`src/rtl/core/hms_pkg.sv`:
```
// ----------------------------------------------------------------------------
// hms_pkg: shared types and constants for the HTML markup stripper
// Parse mode codes, match strings for markup openers and closers, the case
// fold helper and the result record passed from the parser to the top level.
// ----------------------------------------------------------------------------
package hms_pkg;

  localparam int unsigned NUM_PREFIX = 4;
  localparam int unsigned STR_DEPTH  = 16;

  typedef logic [7:0] byte_t;
  typedef logic [3:0] prog_t;
  typedef logic [1:0] which_t;

  // Parse modes, one-hot
  typedef enum logic [6:0] {
    MODE_TEXT     = 7'b0000001,
    MODE_PREFIX   = 7'b0000010,
    MODE_TAG      = 7'b0000100,
    MODE_COMMENT  = 7'b0001000,
    MODE_SCRIPT   = 7'b0010000,
    MODE_STYLE    = 7'b0100000,
    MODE_NOSCRIPT = 7'b1000000
  } mode_e;

  // Construct index, also the bit order of the live-prefix mask
  localparam which_t WHICH_COMMENT  = 2'd0;
  localparam which_t WHICH_SCRIPT   = 2'd1;
  localparam which_t WHICH_STYLE    = 2'd2;
  localparam which_t WHICH_NOSCRIPT = 2'd3;

  localparam byte_t CHAR_LT   = 8'h3C;
  localparam byte_t CHAR_GT   = 8'h3E;
  localparam byte_t CHAR_DASH = 8'h2D;
  localparam byte_t CHAR_UC_A = 8'h41;
  localparam byte_t CHAR_UC_Z = 8'h5A;
  localparam byte_t CASE_GAP  = 8'h20;

  // Openers, lower case, zero padded
  localparam byte_t PREFIX_STR [NUM_PREFIX][STR_DEPTH] = '{
    '{0: "<", 1: "!", 2: "-", 3: "-", default: 8'h00},
    '{0: "<", 1: "s", 2: "c", 3: "r", 4: "i", 5: "p", 6: "t", default: 8'h00},
    '{0: "<", 1: "s", 2: "t", 3: "y", 4: "l", 5: "e", default: 8'h00},
    '{0: "<", 1: "n", 2: "o", 3: "s", 4: "c", 5: "r", 6: "i", 7: "p", 8: "t",
      default: 8'h00}
  };
  localparam prog_t PREFIX_LEN [NUM_PREFIX] = '{4'd4, 4'd7, 4'd6, 4'd9};

  // Closers, lower case, zero padded
  localparam byte_t CLOSER_STR [NUM_PREFIX][STR_DEPTH] = '{
    '{0: "-", 1: "-", 2: ">", default: 8'h00},
    '{0: "<", 1: "/", 2: "s", 3: "c", 4: "r", 5: "i", 6: "p", 7: "t", 8: ">",
      default: 8'h00},
    '{0: "<", 1: "/", 2: "s", 3: "t", 4: "y", 5: "l", 6: "e", 7: ">",
      default: 8'h00},
    '{0: "<", 1: "/", 2: "n", 3: "o", 4: "s", 5: "c", 6: "r", 7: "i", 8: "p",
      9: "t", 10: ">", default: 8'h00}
  };
  localparam prog_t CLOSER_LEN [NUM_PREFIX] = '{4'd3, 4'd9, 4'd8, 4'd11};

  // Result record from the parser
  typedef struct packed {
    logic  emit;
    byte_t text_byte;
    logic  byte_valid;
    logic  doc_end;
  } res_t;

  // Fold ASCII upper case letters only
  function automatic byte_t fold_case(byte_t b);
    byte_t r;
    r = b;
    if (b >= CHAR_UC_A && b <= CHAR_UC_Z) begin
      r = b + CASE_GAP;
    end
    return r;
  endfunction

endpackage

```
`src/rtl/core/hms_if.sv`:
```
// ----------------------------------------------------------------------------
// hms_if: item channels of the HTML markup stripper
// Valid/ready channels for document bytes in and kept text bytes out.
// ----------------------------------------------------------------------------
interface hms_in_if;
  logic            valid;
  logic            ready;
  hms_pkg::byte_t  data_byte;
  logic            doc_last;

  modport source (output valid, output data_byte, output doc_last, input ready);
  modport sink   (input valid, input data_byte, input doc_last, output ready);
endinterface

interface hms_out_if;
  logic            valid;
  logic            ready;
  hms_pkg::byte_t  text_byte;
  logic            byte_valid;
  logic            doc_end;

  modport source (output valid, output text_byte, output byte_valid, output doc_end,
                  input ready);
  modport sink   (input valid, input text_byte, input byte_valid, input doc_end,
                  output ready);
endinterface

```
`src/rtl/core/html_markup_stripper.sv`:
```
// ----------------------------------------------------------------------------
// html_markup_stripper: streaming filter that keeps text outside HTML markup
// Drops tags, comments and script/style/noscript blocks from a byte stream.
// ----------------------------------------------------------------------------
// Usage:
//   in_i  carries one document byte per item with doc_last on the final byte.
//   out_o carries kept text bytes; the item caused by the final byte has
//   doc_end set (byte_valid tells whether it also carries a kept byte).
//   Dropped bytes give no output item.
// Timing:
//   An accepted byte lands in the input register and is parsed from there;
//   its result enters the result register when that register can advance.
//   One byte per cycle is sustained while out_o takes items; the parse
//   state update is combinational compare logic ahead of the state registers.
// Reset:
//   rst_ni clears both item valid flags and puts the parser in text mode.
// Stall:
//   While out_o is held off, the result register keeps its item and the
//   input register still takes one more byte; after that in_i.ready drops
//   until out_o drains. Dropped bytes also wait behind a held result.
// ----------------------------------------------------------------------------
module html_markup_stripper (
  input  logic  clk_i,
  input  logic  rst_ni,
  hms_in_if.sink    in_i,
  hms_out_if.source out_o
);
  import hms_pkg::*;

  logic  in_valid_q;
  byte_t in_byte_q;
  logic  in_last_q;
  logic  out_valid_q;
  byte_t out_byte_q;
  logic  out_bvalid_q;
  logic  out_end_q;
  logic  advance;
  logic  step;
  res_t  res;

  // Pipeline control
  assign advance    = !out_valid_q || out_o.ready;
  assign step       = in_valid_q && advance;
  assign in_i.ready = !in_valid_q || advance;

  // Input register
  always_ff @(posedge clk_i or negedge rst_ni) begin
    if (!rst_ni) begin
      in_valid_q <= 1'b0;
    end else if (in_i.ready) begin
      in_valid_q <= in_i.valid;
    end
  end

  always_ff @(posedge clk_i) begin
    if (in_i.valid && in_i.ready) begin
      in_byte_q <= in_i.data_byte;
      in_last_q <= in_i.doc_last;
    end
  end

  hms_parser u_parser (
    .clk_i       (clk_i),
    .rst_ni      (rst_ni),
    .step_i      (step),
    .data_byte_i (in_byte_q),
    .doc_last_i  (in_last_q),
    .res_o       (res)
  );

  // Result register
  always_ff @(posedge clk_i or negedge rst_ni) begin
    if (!rst_ni) begin
      out_valid_q <= 1'b0;
    end else if (advance) begin
      out_valid_q <= step && res.emit;
    end
  end

  always_ff @(posedge clk_i) begin
    if (step) begin
      out_byte_q   <= res.text_byte;
      out_bvalid_q <= res.byte_valid;
      out_end_q    <= res.doc_end;
    end
  end

  assign out_o.valid      = out_valid_q;
  assign out_o.text_byte  = out_byte_q;
  assign out_o.byte_valid = out_bvalid_q;
  assign out_o.doc_end    = out_end_q;

  // Checks
  a_out_meaningful: assert property (@(posedge clk_i) disable iff (!rst_ni)
    out_valid_q |-> (out_bvalid_q || out_end_q))
    else $error("result item with neither text nor end of document");

  a_text_zero: assert property (@(posedge clk_i) disable iff (!rst_ni)
    (out_valid_q && !out_bvalid_q) |-> (out_byte_q == '0))
    else $error("dropped byte leaked into result");

  a_ready_when_drained: assert property (@(posedge clk_i) disable iff (!rst_ni)
    !out_valid_q |-> in_i.ready)
    else $error("input stalled with empty result register");

  a_step_emits: assert property (@(posedge clk_i) disable iff (!rst_ni)
    (step && in_last_q) |=> out_valid_q && out_end_q)
    else $error("last byte gave no end of document item");

endmodule

```
`src/rtl/core/hms_parser.sv`:
```
// ----------------------------------------------------------------------------
// hms_parser: markup parse state and per-byte decision
// Holds mode, match progress and the live-prefix mask; for each stepped byte
// decides whether it is kept text and advances the opener/closer matchers.
// ----------------------------------------------------------------------------
module hms_parser (
  input  logic           clk_i,
  input  logic           rst_ni,
  input  logic           step_i,
  input  hms_pkg::byte_t data_byte_i,
  input  logic           doc_last_i,
  output hms_pkg::res_t  res_o
);
  import hms_pkg::*;

  mode_e                 mode_q, mode_d;
  prog_t                 prog_q, prog_d;
  logic [NUM_PREFIX-1:0] alive_q, alive_d;

  byte_t                 lc;
  logic [NUM_PREFIX-1:0] hit;
  logic                  done_any;
  which_t                done_idx;
  which_t                which;
  prog_t                 prog_inc;
  prog_t                 cprog;
  prog_t                 cnext;
  logic                  keep;

  assign lc       = fold_case(data_byte_i);
  assign prog_inc = prog_q + 4'd1;

  // Opener compare, all four in parallel
  always_comb begin
    hit      = '0;
    done_any = 1'b0;
    done_idx = WHICH_COMMENT;
    for (int k = 0; k < NUM_PREFIX; k++) begin
      hit[k] = alive_q[k] && (prog_q < PREFIX_LEN[k]) && (PREFIX_STR[k][prog_q] == lc);
      if (hit[k] && (prog_inc == PREFIX_LEN[k])) begin
        done_any = 1'b1;
        done_idx = which_t'(k);
      end
    end
  end

  // Which closer the current block mode waits for
  always_comb begin
    case (mode_q)
      MODE_SCRIPT:   which = WHICH_SCRIPT;
      MODE_STYLE:    which = WHICH_STYLE;
      MODE_NOSCRIPT: which = WHICH_NOSCRIPT;
      default:       which = WHICH_COMMENT;
    endcase
  end

  // Closer advance with overlap handling
  always_comb begin
    cprog = (prog_q >= CLOSER_LEN[which]) ? 4'd0 : prog_q;
    if (CLOSER_STR[which][cprog] == lc) begin
      cnext = cprog + 4'd1;
    end else if (which == WHICH_COMMENT) begin
      // extra dashes keep "--" matched
      if (lc == CHAR_DASH) begin
        cnext = (cprog == 4'd2) ? 4'd2 : 4'd1;
      end else begin
        cnext = 4'd0;
      end
    end else begin
      cnext = (lc == CHAR_LT) ? 4'd1 : 4'd0;
    end
  end

  // Next state
  always_comb begin
    mode_d  = mode_q;
    prog_d  = prog_q;
    alive_d = alive_q;
    keep    = 1'b0;
    case (mode_q)
      MODE_PREFIX: begin
        prog_d  = prog_inc;
        alive_d = hit;
        if (done_any) begin
          prog_d  = '0;
          alive_d = '0;
          case (done_idx)
            WHICH_SCRIPT:   mode_d = MODE_SCRIPT;
            WHICH_STYLE:    mode_d = MODE_STYLE;
            WHICH_NOSCRIPT: mode_d = MODE_NOSCRIPT;
            default:        mode_d = MODE_COMMENT;
          endcase
        end else if (hit == '0) begin
          mode_d = (data_byte_i == CHAR_GT) ? MODE_TEXT : MODE_TAG;
          prog_d = '0;
        end
      end
      MODE_TAG: begin
        if (data_byte_i == CHAR_GT) begin
          mode_d = MODE_TEXT;
        end
      end
      MODE_COMMENT, MODE_SCRIPT, MODE_STYLE, MODE_NOSCRIPT: begin
        if (cnext >= CLOSER_LEN[which]) begin
          mode_d = MODE_TEXT;
          prog_d = '0;
        end else begin
          prog_d = cnext;
        end
      end
      default: begin
        if (data_byte_i == CHAR_LT) begin
          mode_d  = MODE_PREFIX;
          prog_d  = 4'd1;
          alive_d = '1;
        end else begin
          keep = 1'b1;
        end
      end
    endcase
    // end of document returns everything to text mode
    if (doc_last_i) begin
      mode_d  = MODE_TEXT;
      prog_d  = '0;
      alive_d = '0;
    end
  end

  // State registers
  always_ff @(posedge clk_i or negedge rst_ni) begin
    if (!rst_ni) begin
      mode_q  <= MODE_TEXT;
      prog_q  <= '0;
      alive_q <= '0;
    end else if (step_i) begin
      mode_q  <= mode_d;
      prog_q  <= prog_d;
      alive_q <= alive_d;
    end
  end

  // Result record
  assign res_o.emit       = keep || doc_last_i;
  assign res_o.text_byte  = keep ? data_byte_i : '0;
  assign res_o.byte_valid = keep;
  assign res_o.doc_end    = doc_last_i;

endmodule

```
`src/flat_wrapper.sv`:
```
// flat-port wrapper written by rule: the top's interface ports become plain ports
module html_markup_stripper_flat import hms_pkg::*;
  (clk_i, rst_ni, in_i_valid, in_i_data_byte, in_i_doc_last, in_i_ready, out_o_valid, out_o_text_byte, out_o_byte_valid, out_o_doc_end, out_o_ready);
  hms_in_if in_i_i ();
  hms_out_if out_o_i ();
  input  logic clk_i;
  input  logic rst_ni;
  input wire logic [$bits(in_i_i.valid)-1:0] in_i_valid;
  input wire logic [$bits(in_i_i.data_byte)-1:0] in_i_data_byte;
  input wire logic [$bits(in_i_i.doc_last)-1:0] in_i_doc_last;
  output wire logic [$bits(in_i_i.ready)-1:0] in_i_ready;
  output wire logic [$bits(out_o_i.valid)-1:0] out_o_valid;
  output wire logic [$bits(out_o_i.text_byte)-1:0] out_o_text_byte;
  output wire logic [$bits(out_o_i.byte_valid)-1:0] out_o_byte_valid;
  output wire logic [$bits(out_o_i.doc_end)-1:0] out_o_doc_end;
  input wire logic [$bits(out_o_i.ready)-1:0] out_o_ready;
  assign in_i_i.valid = in_i_valid;
  assign in_i_i.data_byte = in_i_data_byte;
  assign in_i_i.doc_last = in_i_doc_last;
  assign in_i_ready = in_i_i.ready;
  assign out_o_valid = out_o_i.valid;
  assign out_o_text_byte = out_o_i.text_byte;
  assign out_o_byte_valid = out_o_i.byte_valid;
  assign out_o_doc_end = out_o_i.doc_end;
  assign out_o_i.ready = out_o_ready;
  html_markup_stripper u_core (.clk_i(clk_i), .rst_ni(rst_ni), .in_i(in_i_i), .out_o(out_o_i));
endmodule
```
`config.mk`:
```
export PLATFORM = sky130hd
export DESIGN_NAME = html_markup_stripper_flat
export DESIGN_NICKNAME = d
export VERILOG_FILES = /design/src/rtl/core/hms_pkg.sv /design/src/rtl/core/hms_if.sv /design/src/rtl/core/html_markup_stripper.sv /design/src/rtl/core/hms_parser.sv /design/src/flat_wrapper.sv
export SDC_FILE = /design/constraint.sdc
export NUM_CORES = 1
export LEC_CHECK = 0
export BUFFER_PORTS_ARGS = -buffer_cell sky130_fd_sc_hd__buf_2
export CORE_AREA = 2 2 119 87
export DETAILED_ROUTE_END_ITERATION = 6
export DIE_AREA = 0 0 121 89
export REMOVE_ABC_BUFFERS = 1
export SLEW_MARGIN = 10
export SYNTH_ARGS = -nofsm -noshare
export SYNTH_HDL_FRONTEND = slang
export SYNTH_HIERARCHICAL = 1
export SYNTH_SLANG_ARGS = --single-unit
```
`constraint.sdc`:
```
create_clock -name clk_i -period 8.4 [get_ports clk_i]
set_input_delay 1.26 -clock clk_i [delete_from_list [all_inputs] [get_ports clk_i]]
set_output_delay 1.26 -clock clk_i [all_outputs]
set_load 0.02 [all_outputs]
```
==> results of run 1 <==
-- registers in the layout (all words and copies together), names as in the netlist, 4 cells and up --
name,count
u_core/u_parser/mode_q,7
u_core/u_parser/alive_q,4
u_core/in_byte_q,8
u_core/u_parser/prog_q,4
u_core/out_o.text_byte,8
-- cells in the final DEF, fill, tap and decap left out, types with 8 or more instances in the layout --
| master | count |
|---|---|
| nor3_1 | 8 |
| dfrtp_1 | 16 |
| edfxtp_1 | 19 |
| ha_1 | 24 |
| buf_2 | 24 |
| a31oi_1 | 12 |
| a21oi_1 | 17 |
| inv_1 | 19 |
| nand2_1 | 28 |
| nor2_1 | 18 |
| xnor2_1 | 13 |
| and2_1 | 13 |
| nand2b_1 | 13 |
| nor4_1 | 11 |
| xor2_1 | 8 |
| o21ai_0 | 25 |
-- final cells by class --
type / count / area share [%]
Clock inverter: 1 / 0.0939
Inverter: 21 / 2.10
Tap cell: 128 / 4.01
Multi-Input combinational cell: 340 / 61.6
Sequential cell: 36 / 24.9
Clock buffer: 7 / 3.32
Timing Repair Buffer: 29 / 3.94
-- path summary, 6_finish.rpt --
kind / startpoint / to / slack (ns) / cells past startpoint
max in group asynchronous: rst_ni / u_core/u_parser/mode_q[0] / 7.18 / 1
min in group asynchronous: rst_ni / u_core/u_parser/prog_q[0] / 0.90 / 1
hold / removal: u_core/u_parser/alive_q[2] / u_core/u_parser/alive_q[2] / 0.50 / 2
hold reg to reg: u_core/u_parser/alive_q[2] / u_core/u_parser/alive_q[2] / 0.50 / 2
setup / recovery: u_core/u_parser/mode_q[1] / u_core/u_parser/prog_q[3] / 1.48 / 21
setup reg to reg: u_core/u_parser/mode_q[1] / u_core/u_parser/prog_q[3] / 1.48 / 21
-- per-layer routing --
metal  GRT usage, %  vias up
met4           4.02        0
met5              0        -
li1               -     1628
met3           5.61       15
met2           28.0      155
met1           31.1     1643
-- report_power, final --
part | switching [mW] | internal, mW | total [mW]
sequential | 0.0323 | 0.227 | 0.259
clock | 0.0674 | 0.109 | 0.176
combinational | 0.200 | 0.125 | 0.325
total | 0.300 | 0.460 | 0.760
-- cell families after synthesis --
group | share of synthesized area (%)
adder cells (fa/ha/maj) | 7.97
buffers and inverters | 8.17
AO/OA/AOI/OAI | 25.5
flip-flops | 26.5
multiplexers | 1.36
XOR/XNOR | 4.88
AND/OR/NAND/NOR | 25.6
-- worst max-delay path: stages, from the launching register on --
cell and delay [ns]:
dfrtp_1 0.42, or4_4 0.59, nor3_1 0.57, inv_1 0.19, ha_1 0.37, ha_1 0.39, and2_1 0.18, a2111oi_0 0.70
o32ai_1 0.20, o32ai_1 0.37, nand3_1 0.18, a211oi_4 0.42, nand2_4 0.11, o21a_1 0.18, ha_1 0.26, nand2b_1 0.14
a21o_1 0.17, a211o_1 0.29, or2b_2 0.30, or2_2 0.33, or4_1 0.40, nand3_1 0.09
==> summary.md, run 1 <==
| Metric | Value |
|---|---|
| Fraction of registers with async set/reset | 47.2% |
| Row cnt | 30 |
| Startpoint types | register |
| Largest net degree at the start of global routing | 37 |
| Hold Slack | 0.498 ns |
| Avg Inst Size Synth | 8.89 um^2 |
| Hold Crit Class | register to register |
| Share of layout cells above drive strength 1 | 16.1% |
| Slew headroom | 36.4% |
| CTS Buffer Depth | 2 |
| Vias in the first global route | 3148 |
| Placed cells | 554 |
| Initial Util | 39.7% |
| Cts hold-fix bufs | 0 |
| Final setup vio count | 0 |
| Clock buffer count from CTS | 5 |
| H-tree levels | 2 |
| Final Hold Vio Count | 0 |
| Most area-consuming cells after synthesis | edfxtp_1 (15%), dfrtp_1 (11%), ha_1 (8.0%) |
| Post-DP Area | 3860 um^2 |
| Status | completed |
| Global-route usage over all layers | 20.3% |
| Worst Path Required | 8.62 ns |
| CTS tree | done |
| PnR worst setup slack | 1.48 ns |
| IO Port Bufs | 24 |
| Worst-path clk slew | 0.05 ns |
| Post-synth top area cell | edfxtp_1 |
| Syn Std Cell Area | 3770 um^2 |
| Worst-Skew Late Latency | 0.28 ns |
| Register Area | 997 um^2 |
| Maxcap violations | 0 |
| Residual DRC | 0 |
| Number of synthesized flops with an enable pin | 19 |
| Synth top area share | 15.1% |
| Initial antenna violation count | 0 |
| Core area | 9500 um^2 |
| ANT nets after route | 0 |
| Synth top cells by count | nand2_1 (28), o21ai_0 (25), ha_1 (24), edfxtp_1 (19), inv_1 (19) |
| Mapped Cells | 424 |
| Top_reg_cell synth | edfxtp_1 |
| Yosys reg bits | 36 |
| Fin crit period | 6.92 ns |
| DRT iter0 DRCs | 279 |
| Detailed Place HPWL | 7730 um |
| Synth Warn # | 6 |
| Worst slew pin tran | 0.940 ns |
| Total gr overflow | 0 |
| Die X | 121 um |
| Clock sinks | 36 |
| Final cell count without fillers | 562 |
| Number of diodes | 0 |
| Fillers | 953 |
| Vias post-DR | 3441 |
| Tcrit/Tclk final | 82.4% |
| Seq/Total Area, Yosys | 26.5% |
| DIE AREA | 10800 um^2 |
| Setup TNS | 0 ns |
| Wirelength per Cell | 19.0 um |
| Post-CTS Setup Inserts | 0 |
| RSZ-0062 raised after global routing | false |
| Final wirelength | 10700 um |
| Fmax | 0.145 GHz |
| First-pass GRT wire length | 17000 um |
| Post-synthesis cell type count | 89 |
| Met1 WL | 5270 um |
| Met3 Wirelength | 999 um |
| Area growth from synthesis to layout | 6.11% |
| Uppermost layer routed | met4 |
| P_leak | 1.50 nW |
| Nets | 470 |
| Drt pass-1 iters | 5 |
| Clock Skew | 0.00288 ns |
| Area of the multi-input gates | 2460 um^2 |
| Peak supply drop | 0.133 mV |
| Place WS | 1.62 ns |
| CP Data Arrival Time | 7.14 ns |
| Io pins | 25 |
| PD cells | 190 nW/um^2 |
| Via density | 6.12 |
| Most frequent cell after synthesis | nand2_1 |
| Crit path max fanout | 7 |
| Count of final max-slew check failures | 0 |
| Post-route cell area | 4000 um^2 |
| Finished Core Util | 42.1% |
| Post-cts repair resize count | 0 |
| Total Power | 0.760 mW |
| Die Height | 89 um |
| Root Buffer | clkbuf_16 |
| Critical Path Sink Type | register |
| Placer congestion estimate | 0.919 |
| Metal2 WL | 4260 um |
| Critical path class | register to register |
(Power assumes the default switching activity.)
==> run 2: changes to the inputs <==
--- a/config.mk
+++ b/config.mk
@@ -5,10 +5,11 @@
 export SDC_FILE = /design/constraint.sdc
 export NUM_CORES = 1
 export LEC_CHECK = 0
+export ABC_AREA = 1
 export BUFFER_PORTS_ARGS = -buffer_cell sky130_fd_sc_hd__buf_2
-export CORE_AREA = 2 2 119 87
+export CORE_AREA = 2 2 118 86
 export DETAILED_ROUTE_END_ITERATION = 6
-export DIE_AREA = 0 0 121 89
+export DIE_AREA = 0 0 120 88
 export REMOVE_ABC_BUFFERS = 1
 export SLEW_MARGIN = 10
 export SYNTH_ARGS = -nofsm -noshare
==> constraint.sdc (replaced) <==
create_clock -name clk_i -period 6 [get_ports clk_i]
set_input_delay 0.9 -clock clk_i [delete_from_list [all_inputs] [get_ports clk_i]]
set_output_delay 0.9 -clock clk_i [all_outputs]
set_load 0.02 [all_outputs]
==> run 2 against run 1 <==
Effect of this change: global-route usage grew 1.1 points; utilization is 0.88 points higher; combinational power up 39%; sequential power up 44%; power grew 44%; first-iteration DRC count up 22%; maximum frequency up 36%; clock power grew 52%; clock skew rose by 0.0045 ns; critical path type unchanged; largest cell class unchanged.
==> summary.md, run 2 <==
| Metric | Value |
|---|---|
| Fmax | 0.196 GHz (+36%) |
| IO Port Bufs | 24 (unchanged) |
| Seq/Total Area, Yosys | 27.0% (+0.55 points) |
| Share of layout cells above drive strength 1 | 15.3% (-0.83 points) |
| Hold Crit Class | register to register |
| Worst setup path start | u_core/u_parser/mode_q[1] |
| Post-CTS Setup Inserts | 0 (unchanged) |
| Row cnt | 30 (unchanged) |
| RSZ-0062 raised after global routing | false |
| Synth Warn # | 6 (unchanged) |
| Final cell count without fillers | 690 (+23%) |
| Vias in the first global route | 3406 (+8.2%) |
| Crit Reg-Reg Startpoint | u_core/u_parser/mode_q[1] |
| CP Data Arrival Time | 5.33 ns (-1.81 ns) |
| Initial Util | 39.2% (-0.49 points) |
| Final wirelength | 10600 um (-0.38%) |
| Mapped Cells | 541 (+28%) |
| Post-synth top area cell | edfxtp_1 |
| Total gr overflow | 0 (unchanged) |
| Slowest CP cell | nand4_1 |
| Commonest non-fill, non-tap cell in the layout | nand2_1 |
| Yosys reg bits | 36 (unchanged) |
| Maxcap violations | 0 (unchanged) |
| Finished Core Util | 43.0% (+0.88 points) |
| Largest net degree at the start of global routing | 18 (-51%) |
| DIE AREA | 10600 um^2 (-1.9%) |
| H-tree levels | 2 (unchanged) |
| Global-route usage over all layers | 21.3% (+1.1 points) |
| Die X | 120 um (-0.83%) |
| Worst reg-to-reg path cell count | 32 (+52%) |
| Most area-consuming cells after synthesis | edfxtp_1 (15%), nand2_1 (13%), dfrtp_1 (11%) |
| Io pins | 25 (unchanged) |
| Placer congestion estimate | 0.937 (+1.9%) |
| Clock sinks | 36 (unchanged) |
| Critical Path Sink Type | register |
| Core area | 9420 um^2 (-0.79%) |
| Cts hold-fix bufs | 0 (unchanged) |
| Final setup vio count | 0 (unchanged) |
| Root Buffer | clkbuf_16 |
| Hold Slack | 0.473 ns (-0.0251 ns) |
| Die Height | 88 um (-1.1%) |
| Startpoint types | register |
| Slew headroom | 40.5% (+4.1 points) |
| Tcrit/Tclk final | 85.1% (+2.7 points) |
| CTS tree | done |
| Number of diodes | 0 (unchanged) |
| Post-route cell area | 4050 um^2 (+1.3%) |
| Post-synthesis cell type count | 43 (-52%) |
| Drt pass-1 iters | 5 (unchanged) |
| Final Hold Vio Count | 0 (unchanged) |
| Worst Setup EP | u_core/u_parser/mode_q[6] |
| Area growth from synthesis to layout | 9.69% |
| Commonest non-fill, non-tap cells in the layout | nand2_1 (130), nor2_1 (69), inv_1 (65) |
| Worst R2R End | u_core/u_parser/mode_q[6] |
| Top_reg_cell synth | edfxtp_1 |
| Placed cells | 682 (+23%) |
| CTS Buffer Depth | 2 (unchanged) |
| Fillers | 978 (+2.6%) |
| CP peak stage delay | 0.45 ns (-0.25 ns) |
| Nets | 598 (+27%) |
| Slack of the worst reg-to-reg path | 0.89 ns (-0.59 ns) |
| DRT iter0 DRCs | 340 (+22%) |
| Vias post-DR | 3676 (+6.8%) |
| Worst Path Required | 6.22 ns (-2.40 ns) |
| Worst slew pin tran | 0.884 ns (-0.0560 ns) |
| ANT nets after route | 0 (unchanged) |
| Via density | 5.33 (-13%) |
| Most common cell on crit path | nand2_1 |
| Fraction of registers with async set/reset | 47.2% (unchanged) |
| P_leak | 2.06 nW (+37%) |
| Setup TNS | 0 ns (unchanged) |
| Crit path max fanout | 11 (+4) |
| Count of final max-slew check failures | 0 (unchanged) |
| Status | completed |
| Fin crit period | 5.11 ns (-1.81 ns) |
| Critical path class | register to register |
| Worst-path clk slew | 0.05 ns (about the same) |
| Residual DRC | 0 (unchanged) |
| Synth top area share | 15.5% (+0.31 points) |
| Avg Inst Size Synth | 6.82 um^2 (-23%) |
| Post-cts repair resize count | 0 (unchanged) |
| Worst-Skew Late Latency | 0.29 ns (about the same) |
| Initial antenna violation count | 0 (unchanged) |
| Post-DP Area | 3900 um^2 (+1.0%) |
| Syn Std Cell Area | 3690 um^2 (-2.0%) |
| Detailed Place HPWL | 8340 um (+7.9%) |
| PD cells | 270 nW/um^2 (+42%) |
| Most frequent cell after synthesis | nand2_1 |
| Wirelength per Cell | 15.4 um (-19%) |
| Number of synthesized flops with an enable pin | 19 (unchanged) |
| Peak supply drop | 0.150 mV (+13%) |
| First-pass GRT wire length | 17500 um (+3.0%) |
| Clock Skew | 0.00739 ns (+0.00451 ns) |
| Synth top cells by count | nand2_1 (130), nor2_1 (69), inv_1 (65), nand3_1 (55), ha_1 (24) |
| Clock buffer count from CTS | 5 (unchanged) |
run 2: cell types whose count changed after synthesis, moves of 11 or more:
cell | before | now
nand2_1 | 28 | 130
nor2_1 | 18 | 69
nand3_1 | 7 | 55
inv_1 | 19 | 65
and2_1 | 13 | 0
nand2b_1 | 13 | 0
nand2_2 | 0 | 12
nand4_1 | 5 | 17
a31oi_1 | 12 | 1
xnor2_1 | 13 | 2
run 2: report_power, final:
part | internal (mW) | switching [mW]
clock | 0.166 | 0.102
sequential | 0.321 | 0.0519
combinational | 0.139 | 0.314
total | 0.626 | 0.467
run 2: per-layer routing:
metal	part of all wire [%]	vias to the layer above	global-route usage, %
met5	0	-	0
met4	0.96	0	5.03
met3	8.2	10	3.97
met2	41	153	31.5
met1	50	1710	32.0
li1	-	1803	-
run 2: cell families (layout without fill, tap and decap cells):
group | after synthesis | after routing | synth area share (%)
adder cells (fa/ha/maj) | 24 | 24 | 8.14
AO/OA/AOI/OAI | 47 | 47 | 7.83
AND/OR/NAND/NOR | 333 | 333 | 43.8
buffers and inverters | 86 | 107 | 9.66
XOR/XNOR | 15 | 15 | 3.56
flip-flops | 36 | 36 | 27.0
run 2: stage by stage:
| step | setup slack (ns) | power (mW) |
|---|---|---|
| after floorplan | 1.84 | 0.687 |
| after global placement | 1.10 | 0.821 |
| after detailed placement | 1.01 | 0.820 |
| after CTS | 0.971 | 1.09 |
| after global routing | 0.459 | 1.17 |
| final | 0.894 | 1.09 |
run 2: area by class of cell:
class / count / area [um^2] / area share, %
Timing Repair Buffer: 25 / 128 / 3.15
Inverter: 74 / 278 / 6.86
Multi-Input combinational cell: 419 / 2340 / 57.7
Clock inverter: 1 / 6.26 / 0.155
Clock buffer: 7 / 143 / 3.52
Tap cell: 128 / 160 / 3.96
Sequential cell: 36 / 997 / 24.6
run 2: worst min path at each step:
stage                                     from                    endpoint  slack [ns]  cells past startpoint
global route         u_core/u_parser/mode_q[0]   u_core/u_parser/mode_q[0]        0.50                      2
CTS                  u_core/u_parser/mode_q[0]   u_core/u_parser/mode_q[0]        0.48                      2
floorplan           u_core/u_parser/alive_q[1]  u_core/u_parser/alive_q[1]        0.45                      2
finish               u_core/u_parser/mode_q[0]   u_core/u_parser/mode_q[0]        0.47                      2
detailed placement   u_core/u_parser/mode_q[0]   u_core/u_parser/mode_q[0]        0.47                      2
global placement     u_core/u_parser/mode_q[0]   u_core/u_parser/mode_q[0]        0.47                      2
run 2: worst max-delay path, delay by kind of cell (launching register included):
family          cells  cell delay (ns)
fa+ha+maj           3             0.99
flops               1             0.39
buf+inv             3             0.35
compound gates      1             0.15
simple gates       25             3.14
